`config.mk`:
```
export PLATFORM = sky130hd
export DESIGN_NAME = tss_ctrl
export DESIGN_NICKNAME = d
export VERILOG_FILES = /design/src/hw/rtl/trapezoid_signal_statistics_assert.svh /design/src/hw/rtl/tss_pkg.sv /design/src/hw/rtl/tss_ctrl.sv
export SDC_FILE = /design/constraint.sdc
export NUM_CORES = 1
export LEC_CHECK = 0
export BUFFER_PORTS_ARGS = -buffer_cell sky130_fd_sc_hd__buf_4
export CAP_MARGIN = 20
export CORE_AREA = 2 2 39 41
export CTS_BUF_LIST = sky130_fd_sc_hd__clkbuf_16
export CTS_CLUSTER_SIZE = 10
export DETAILED_ROUTE_END_ITERATION = 16
export DIE_AREA = 0 0 41 43
export PLACE_DENSITY = 0.82
export SYNTH_ARGS = -nofsm -noshare
export SYNTH_HDL_FRONTEND = slang
export SYNTH_SLANG_ARGS = --single-unit
```
`constraint.sdc`:
```
create_clock -name i_clk -period 3.2 [get_ports i_clk]
set_input_delay 0.16 -clock i_clk [delete_from_list [all_inputs] [get_ports i_clk]]
set_output_delay 0.16 -clock i_clk [all_outputs]
set_load 0.02 [all_outputs]
```
`src/hw/rtl/trapezoid_signal_statistics_assert.svh`:
```
// ----------------------------------------------------------------------------
// Assertion macros for the trapezoid signal statistics block
// Implication checks sampled on the rising clock edge, off during reset.
// ----------------------------------------------------------------------------
`ifndef TRAPEZOID_SIGNAL_STATISTICS_ASSERT_SVH
`define TRAPEZOID_SIGNAL_STATISTICS_ASSERT_SVH

// same-cycle implication
`define TSS_ASSERT_NOW(lbl, clk, rst_n, ante, cons) \
    lbl: assert property (@(posedge clk) disable iff (!rst_n) (ante) |-> (cons)) \
        else $error("same-cycle check failed");

// next-cycle implication
`define TSS_ASSERT_NEXT(lbl, clk, rst_n, ante, cons) \
    lbl: assert property (@(posedge clk) disable iff (!rst_n) (ante) |=> (cons)) \
        else $error("next-cycle check failed");

`endif

```
`src/hw/rtl/tss_pkg.sv`:
```
// ----------------------------------------------------------------------------
// tss_pkg
// Types and constants shared by the trapezoid statistics modules.
// ----------------------------------------------------------------------------
`timescale 1ns / 1ps
`default_nettype none

package tss_pkg;

    localparam int SAMPLE_BITS = 16;
    localparam int TIME_BITS   = 32;
    localparam int ACC_BITS    = 64;
    localparam int CNT_BITS    = 6;

    localparam logic [CNT_BITS-1:0] DIV_LAST  = 6'd63;
    localparam logic [CNT_BITS-1:0] ROOT_LAST = 6'd31;

    localparam logic signed [SAMPLE_BITS-1:0] SAMPLE_MAX = 16'sh7fff;
    localparam logic signed [SAMPLE_BITS-1:0] SAMPLE_MIN = 16'sh8000;

    typedef enum logic [1:0] {
        ST_OK        = 2'd0,
        ST_SHORT     = 2'd1,
        ST_ZERO_DUR  = 2'd2,
        ST_SATURATED = 2'd3
    } t_status;

    typedef struct packed {
        logic [TIME_BITS-1:0]          timestamp;
        logic signed [SAMPLE_BITS-1:0] sample;
        logic                          last;
    } t_in_req;

    typedef struct packed {
        t_status                       status;
        logic signed [SAMPLE_BITS-1:0] minimum;
        logic signed [SAMPLE_BITS-1:0] maximum;
        logic signed [SAMPLE_BITS-1:0] mean_value;
        logic [SAMPLE_BITS-2:0]        amplitude;
        logic [SAMPLE_BITS-1:0]        rms_value;
    } t_out_req;

    typedef enum logic [3:0] {
        S_IDLE,
        S_PREP,
        S_MUL,
        S_ACC,
        S_DIV_A_INIT,
        S_DIV_A,
        S_DIV_B_INIT,
        S_DIV_B,
        S_ROOT_INIT,
        S_ROOT,
        S_LOAD
    } t_state;

    typedef struct packed {
        logic capture;
        logic prep;
        logic mul;
        logic acc;
        logic div_init_mean;
        logic div_init_sq;
        logic div_step;
        logic root_init;
        logic root_step;
        logic load;
    } t_dp_cmd;

    typedef struct packed {
        logic last;
        logic out_busy;
    } t_dp_sts;

endpackage

`default_nettype wire

```
`src/hw/rtl/tss_ctrl.sv`:
```
// ----------------------------------------------------------------------------
// tss_ctrl
// Sequencer: per-sample update, then divide, divide and square root on last.
// ----------------------------------------------------------------------------
`timescale 1ns / 1ps
`default_nettype none

module tss_ctrl
    import tss_pkg::*;
(
    input  wire logic    i_clk,
    input  wire logic    i_rst_n,
    input  wire logic    i_in_valid,
    output logic         o_in_stall,
    input  wire t_dp_sts i_sts,
    output t_dp_cmd      o_cmd
);

    t_state              r_state, n_state;
    logic [CNT_BITS-1:0] r_count, n_count;

    always_ff @(posedge i_clk) begin
        if (!i_rst_n) begin
            r_state <= S_IDLE;
            r_count <= '0;
        end else begin
            r_state <= n_state;
            r_count <= n_count;
        end
    end

    always_comb begin
        n_state = r_state;
        n_count = r_count;
        o_cmd   = '0;
        unique case (r_state)
            S_IDLE: begin
                if (i_in_valid) begin
                    o_cmd.capture = 1'b1;
                    n_state       = S_PREP;
                end
            end
            S_PREP: begin
                o_cmd.prep = 1'b1;
                n_state    = S_MUL;
            end
            S_MUL: begin
                o_cmd.mul = 1'b1;
                n_state   = S_ACC;
            end
            S_ACC: begin
                o_cmd.acc = 1'b1;
                n_state   = i_sts.last ? S_DIV_A_INIT : S_IDLE;
            end
            S_DIV_A_INIT: begin
                o_cmd.div_init_mean = 1'b1;
                n_count             = '0;
                n_state             = S_DIV_A;
            end
            S_DIV_A: begin
                o_cmd.div_step = 1'b1;
                n_count        = r_count + 1'b1;
                if (r_count == DIV_LAST) begin
                    n_state = S_DIV_B_INIT;
                end
            end
            S_DIV_B_INIT: begin
                o_cmd.div_init_sq = 1'b1;
                n_count           = '0;
                n_state           = S_DIV_B;
            end
            S_DIV_B: begin
                o_cmd.div_step = 1'b1;
                n_count        = r_count + 1'b1;
                if (r_count == DIV_LAST) begin
                    n_state = S_ROOT_INIT;
                end
            end
            S_ROOT_INIT: begin
                o_cmd.root_init = 1'b1;
                n_count         = '0;
                n_state         = S_ROOT;
            end
            S_ROOT: begin
                o_cmd.root_step = 1'b1;
                n_count         = r_count + 1'b1;
                if (r_count == ROOT_LAST) begin
                    n_state = S_LOAD;
                end
            end
            S_LOAD: begin
                // hold until the output register is free
                if (!i_sts.out_busy) begin
                    o_cmd.load = 1'b1;
                    n_state    = S_IDLE;
                end
            end
            default: begin
                n_state = S_IDLE;
            end
        endcase
    end

    assign o_in_stall = (r_state != S_IDLE);

endmodule

`default_nettype wire

```
# Word level (Yosys, flattened, before mapping)
# Index checks and enable logic that the tools add are counted.
totals:
  elab_cells: 47
  n_memories: 0
  rom_bits: 0
  input_bits: 5
  mem_bits_rw: 0
  register_bits: 10
  latchBits: 0
  out_inout_bits: 11
classes:
  eq_ne: 17
  div_mod_pow: 0
  bitwise: 0
  muxes: 20
  magnitude_cmp: 0
  addsub: 1
  n_reduce_logical: 7
  shift: 0
  mul: 0
op_table:
  columns: ["cell", "n"]
  rows:
  - ["$pmux 4 s11", 1]
  - ["$mux 4", 5]
  - ["$eq 4x3->1 const B", 4]
  - ["$eq 4x4->1 const B", 3]
  - ["$mux 1", 12]
  - ["$pmux 6 s2", 1]
  - ["$ne 2x2->1 const B", 5]
  - ["$eq 4x2->1 const B", 2]
  - ["$add 6x1->6 const B", 1]
  - ["$eq 6x5->1 const B", 1]
  - ["$eq 6x6->1 const B", 1]
  - ["$reduce_or 3->1", 2]
  - ["$reduce_and 5->1", 1]
  - ["$eq 4x1->1 const B", 1]
  - ["$logic_not 4->1", 1]
  - ["$reduce_bool 4->1", 1]
  - ["$mux 3", 1]
  - ["$reduce_bool 2->1", 1]
  - ["$reduce_or 2->1", 1]

# Logic depth before layout (Yosys ltp)
# Gate-level depths: netlist of the first run.
depth:
  depth_word: 3
  ltp_mapped: 6
  mapped_depth_nobuf: 5

# Worst setup path after synthesis of the first run
# Ideal clock, no wire load.
synth_path:
  path_type: "flip-flop to output port"
  start: "reg r_state[3]"
  end: "out o_cmd[0] in the netlist's numbering"
  n_path_buf: 1
  stages_incl_launch_ff: 4
  arrival_ps: 1227
  slack_ps: 1813
  path_cell_list: "dfxtp_1 -> clkbuf_1 -> nand2b_1 -> nor3_1"
synth_lines:
  columns: ["item", "line_no", "source"]
  rows:
  - ["from (decl)", "tss_ctrl.sv:19", "t_state r_state, n_state;"]
  - ["from (signal assigned)", "tss_ctrl.sv:27", "r_state <= n_state;"]
  - ["to (decl)", "tss_ctrl.sv:16", "output t_dp_cmd o_cmd"]

==> impl_metrics.py, run 1 <==
metrics = {
    "synth": {
        "syn_inst": 84,
        "synth-main-ff-cell": "dfxtp_1",
        "synth_nets": 90,
        "ys_types": 29,
        "async_flop_share_pct": 0,
        "avgSynthCellArea_um2": 7.36,
        "synth-seq-area-share_pct": 32.4,
        "synth_area_um2": 618,
        "yosysTopAreaCell": "dfxtp_1",
        "synth_top_cell_area_share_pct": 32.4,
        "ys_top_cells_by_area": "dfxtp_1 32%, nor3_1 7.3%, nor2_1 7.3%",
        "ys_ff_latch": 10,
        "yosysWarnings": 0,
        "synth_edf_count": 0,
    },
    "detailed_routing": {
        "dr.pass1.iters": 4,
        "finalWirelength_um": 1430,
        "viasPerCell": 5.49,
        "ant_nets": 0,
        "drc": 0,
        "via_count": 620,
        "first_iter_violations": 12,
        "wire_per_inst_um": 12.6,
    },
    "die": {
        "io-pin-count": 16,
        "core_area_um2": 1380,
        "die_h_um": 43,
        "initial_core_util_pct": 44.7,
        "std_cell_rows": 14,
        "die_x_um": 41,
        "die-area_um2": 1760,
    },
    "global_routing": {
        "grt_pass1_vias": 567,
        "grt_antenna_before_repair": 0,
        "grt_usage_pct": 18.7,
        "grt_pass1_wl_um": 2320,
        "grt_start_max_net_pins": 16,
        "gr-total-overflow": 0,
    },
    "timing": {
        "finalCritPeriodShare_pct": 51.2,
        "finalHoldViolCount": 0,
        "fin_setup_tns_ps": 0,
        "slew_headroom_pct": 71.9,
        "final_max_slew_viol_count": 0,
        "fin_worst_skew_ps": 3.58,
        "worst_pin_slew_ps": 422,
        "min_period_ps": 1640,
        "max_clock_freq_mhz": 611,
        "rsz0062_at_grt": "no",
        "setup_viol": 0,
    },
    "setup_path": {
        "crit_path_start_kind": "register",
        "arrival_ps": 1480,
        "cp.required_ps": 3040,
        "ff2ff_setup_slack_ps": 1570,
        "ff2ff_path_depth": 4,
        "end_kind": "output port",
        "path_class": "reg -> out",
        "critPathMaxFanout": 11,
    },
    "layout": {
        "antenna_cells": 0,
        "syn_to_final_growth_pct": 30.0,
        "fin_util_pct": 58.0,
        "drive_above_1_share_pct": 21.6,
        "final_nets": 104,
    },
    "cts": {
        "cts_tree": "yes",
        "cts_max_level": 1,
        "hold_buffers": 0,
        "clk_pin_slew_ps": 40,
        "clock_latency_ps": 240,
        "cts_sinks": 10,
        "clockBufferDepth": 2,
        "post_cts_buffers": 0,
        "cts_root_buf": "clkbuf_16",
        "post_cts_resized": 0,
        "cts_buffers": 3,
    },
    "job": {
        "maxCapViolations": 0,
    },
    "power_and_ir_drop": {
        "power.density_nw_per_um2": 526,
        "finalPower_w": 0.000423,
        "irDropWorstVdd_v": 0.000322,
        "power_leakage_nw": 0.332,
    },
    "placed_design": {
        "port_buffers": 15,
        "post-dp-hpwl_um": 1090,
        "place_congestion": 0.728,
    },
    "status": {
        "status": "finished clean",
    },
    "worst_hold_path": {
        "hp-class": "in -> reg",
        "hold_depth": 2,
    },
}
## registers in the layout, summed over array words and instances, names as in the netlist
| name | count |
|---|---|
| r_count | 6 |
| r_state | 4 |
## layout make-up
type                       count  area, um2
clock buffer                   3       75.1
clock inverter                 1       3.75
fill                         125        581
inverter                       3       11.3
multi-input combinational     65        380
sequential                    10        200
tap                           16       20.0
timing repair buffer          15        113
## power by group
part | leakage [nW] | internal, W | total, W | switching, W
sequential | 0.0811 | 0.000130 | 0.000142 | 0.0000124
clock | 0.0385 | 0.000163 | 0.000217 | 0.0000536
combinational | 0.213 | 0.0000283 | 0.0000636 | 0.0000353
total | 0.332 | 0.000321 | 0.000423 | 0.000101
## worst max-delay path, cell delays in order, from the launching register on
cell and delay, ps:
dfxtp_1 500, nand2b_1 320, nor3_1 250, buf_4 180
## stage by stage
stage / hold WS (ps) / setup WS [ps] / cells / instance area, um2
2_1_floorplan: 277 / 1810 / 84 / 618
3_3_place_gp: 416 / 1640 / 109 / 724
3_5_place_dp: 417 / 1610 / 109 / 724
4_1_cts: 178 / 1570 / 113 / 803
5_1_grt: 182 / 1430 / 113 / 803
6_report: 181 / 1560 / 113 / 803
## synth_stat cells (2+ instances only)
library cell / n
nor2_1: 12
dfxtp_1: 10
nor3_1: 9
nand2_1: 7
xnor2_1: 5
a21oi_1: 4
and3_1: 4
buf_2: 3
clkbuf_1: 3
nand2b_1: 3
nand3_1: 3
inv_1: 2
o21ai_0: 2
o21ai_1: 2
## routing by layer
layer  vias up  global-route usage [%]  routed length [um]
met4         0                    8.00                  16
li1        319                       -                   -
met5         -                       0                   0
met1       280                    22.0                 631
met3         2                    3.14                 103
met2        19                    31.3                 675
## cell usage in the layout, fill, tap and decap left out, drive strengths merged
master and n:
or3 1, inv 3, nand3 3, clkinv 1, o21ai 4, or3b 1
o2111a 1, ha 1, a21boi 1, dfxtp 10, clkbuf 3, o221ai 1
nor2 13, buf 15, nand2 7, xnor2 5, nor3 9, and3 4
a211oi 1, a41o 1, nand4 1, o21a 1, a21o 1, nand2b 3
a32o 1, a31oi 1, a21oi 4
## worst paths after layout
kind | start | endpoint
setup / recovery | r_state[2] | o_cmd[5]
hold / removal | i_rst_n | r_state[3]
setup reg to reg | r_state[3] | r_count[4]
hold reg to reg | r_count[1] | r_count[1]
## kinds of logic after synthesis
family	share of synthesized area, %
buf+inv	6.07
simple gates	32.8
flops	32.4
compound gates	19.6
fa+ha+maj	2.02
xor+xnor	7.08
(Power assumes the default switching activity.)
==> run 2, diff against run 1 <==
==> constraint.sdc (replaced) <==
create_clock -name i_clk -period 1.63 [get_ports i_clk]
set_input_delay 0.0815 -clock i_clk [delete_from_list [all_inputs] [get_ports i_clk]]
set_output_delay 0.0815 -clock i_clk [all_outputs]
set_load 0.02 [all_outputs]
==> impl_metrics.py, run 2 (same netlist as run 1, synthesis figures left out) <==
metrics = {
    "detailed_routing": {
        "wl_met2_um": 755,
        "viasPerCell": 5.63,
        "first_iter_violations": 11,
        "wl_met1_um": 654,
        "dr_wl_met3_um": 84,
        "dr.pass1.iters": 4,
        "finalWirelength_um": 1510,
        "ant_nets": 0,
        "drc": 0,
        "via_count": 647,
        "wire_per_inst_um": 13.1,
        "top_layer": "met4",
    },
    "power_and_ir_drop": {
        "irDropWorstVdd_v": 0.000669,
        "power.density_nw_per_um2": 1000,
        "power_leakage_nw": 0.347,
    },
    "cts": {
        "clockBufferDepth": 2,
        "cts_root_buf": "clkbuf_16",
        "cts_tree": "yes",
        "clk_pin_slew_ps": 40,
        "cts_buffers": 3,
        "cts_sinks": 10,
        "cts_max_level": 1,
        "clock_latency_ps": 230,
    },
    "die": {
        "initial_core_util_pct": 44.7,
        "die_h_um": 43,
        "std_cell_rows": 14,
        "die-area_um2": 1760,
        "io-pin-count": 16,
        "die_x_um": 41,
        "core_area_um2": 1380,
    },
    "setup_path": {
        "critPathMaxFanout": 11,
        "cp_cell_sequence": "nand2b_1 > nand2_1 > a21o_1 > a21oi_1",
        "cp_top_family": "simple AND/OR/NAND/NOR gates",
        "cp_slowest_cell": "nand2b_1",
        "path_class": "reg -> reg",
        "arrival_ps": 1650,
        "crit_buf_inv": 0,
        "cp.required_ps": 1790,
        "crit_path_start_kind": "register",
        "cpPeakStageDelay_ps": 410,
        "end_kind": "register",
        "ff2ff_setup_slack_ps": 140,
    },
    "placed_design": {
        "dp_slack_ps": 153,
        "post-dp-hpwl_um": 1080,
        "port_buffers": 15,
        "dpl_cell_area_um2": 747,
        "place_congestion": 0.750,
    },
    "worst_hold_path": {
        "hp-class": "in -> reg",
    },
    "global_routing": {
        "grt_start_max_net_pins": 15,
        "grt_pass1_wl_um": 2340,
        "grt_usage_pct": 19.3,
        "grt_pass1_vias": 570,
        "gr-total-overflow": 0,
        "grt_antenna_before_repair": 0,
    },
    "timing": {
        "finalCritPeriodShare_pct": 91.5,
        "setup_viol": 0,
        "min_period_ps": 1490,
        "finalHoldViolCount": 0,
        "fin_worst_skew_ps": 1.22,
        "hold_slack_ps": 89.8,
        "worst_pin_slew_ps": 438,
        "final_max_slew_viol_count": 0,
        "rsz0062_at_grt": "no",
        "slew_headroom_pct": 70.8,
        "fin_setup_tns_ps": 0,
        "max_clock_freq_mhz": 671,
        "worst_slack_ps": 139,
    },
    "layout": {
        "top_register": "r_count",
        "final_nets": 107,
        "layout_common_cells": "18 x buf_4, 11 x nor2_1, 10 x dfxtp_1, 9 x nor3_1, 7 x nand2_1",
        "antenna_cells": 0,
        "fillers": 134,
        "drive_above_1_share_pct": 25.3,
        "fin_area_um2": 825,
        "largest_reg_flops": 6,
        "syn_to_final_growth_pct": 33.4,
        "top_regs": "r_count x6, r_state x4",
        "final_common_cell": "buf_4",
    },
    "status": {
        "status": "finished clean",
    },
    "job": {
        "maxCapViolations": 0,
    },
}
==> run 2: changes by cell type in the layout (fill, tap and decap cells not counted) <==
cell,change
nor2_2,+1
clkinv_1,-1
buf_4,+3
nor2_1,-1
==> run 2: path summary, 6_finish.rpt <==
path	start	to	cells past startpoint
max	r_state[3]	r_count[1]	4
min	i_rst_n	r_state[3]	2
max reg2reg	r_state[3]	r_count[1]	4
min reg2reg	r_count[1]	r_count[1]	2
==> run 2: timing repair <==
item                       4_1_cts  5_1_grt
hold buffers                     0        0
gates resized for setup          0        1
setup endpoints to repair        0        1
buffers inserted                 0        0
==> run 2: layout make-up <==
class	count	area [um2]	share of cell area, %
repair buffers	18	135	16.4
inverters	3	11.3	1.37
well taps	16	20.0	2.43
clock buffers	3	75.1	9.10
flip-flops and latches	10	200	24.3
multi-input cells	65	383	46.4
==> run 2: through the flow <==
step                total power, W  util (%)  cells
CTS                       0.000837      59.4    115
global route              0.000859      59.6    115
floorplan                 0.000360         -     84
finish                    0.000827      59.6    115
detailed placement        0.000416      54.0    112
global placement          0.000413      54.0    112
==> run 2: metal layers <==
| layer | vias up | global-route usage (%) |
|---|---|---|
| li1 | 327 | - |
| met1 | 300 | 19.6 |
| met2 | 18 | 36.3 |
| met3 | 2 | 3.14 |
| met4 | 0 | 6.00 |
| met5 | - | 0 |
==> run 2: power breakdown <==
group / internal, W / leakage (nW) / switching (W)
clock: 0.000316 / 0.0370 / 0.0000969
combinational: 0.0000614 / 0.229 / 0.0000836
sequential: 0.000255 / 0.0811 / 0.0000137
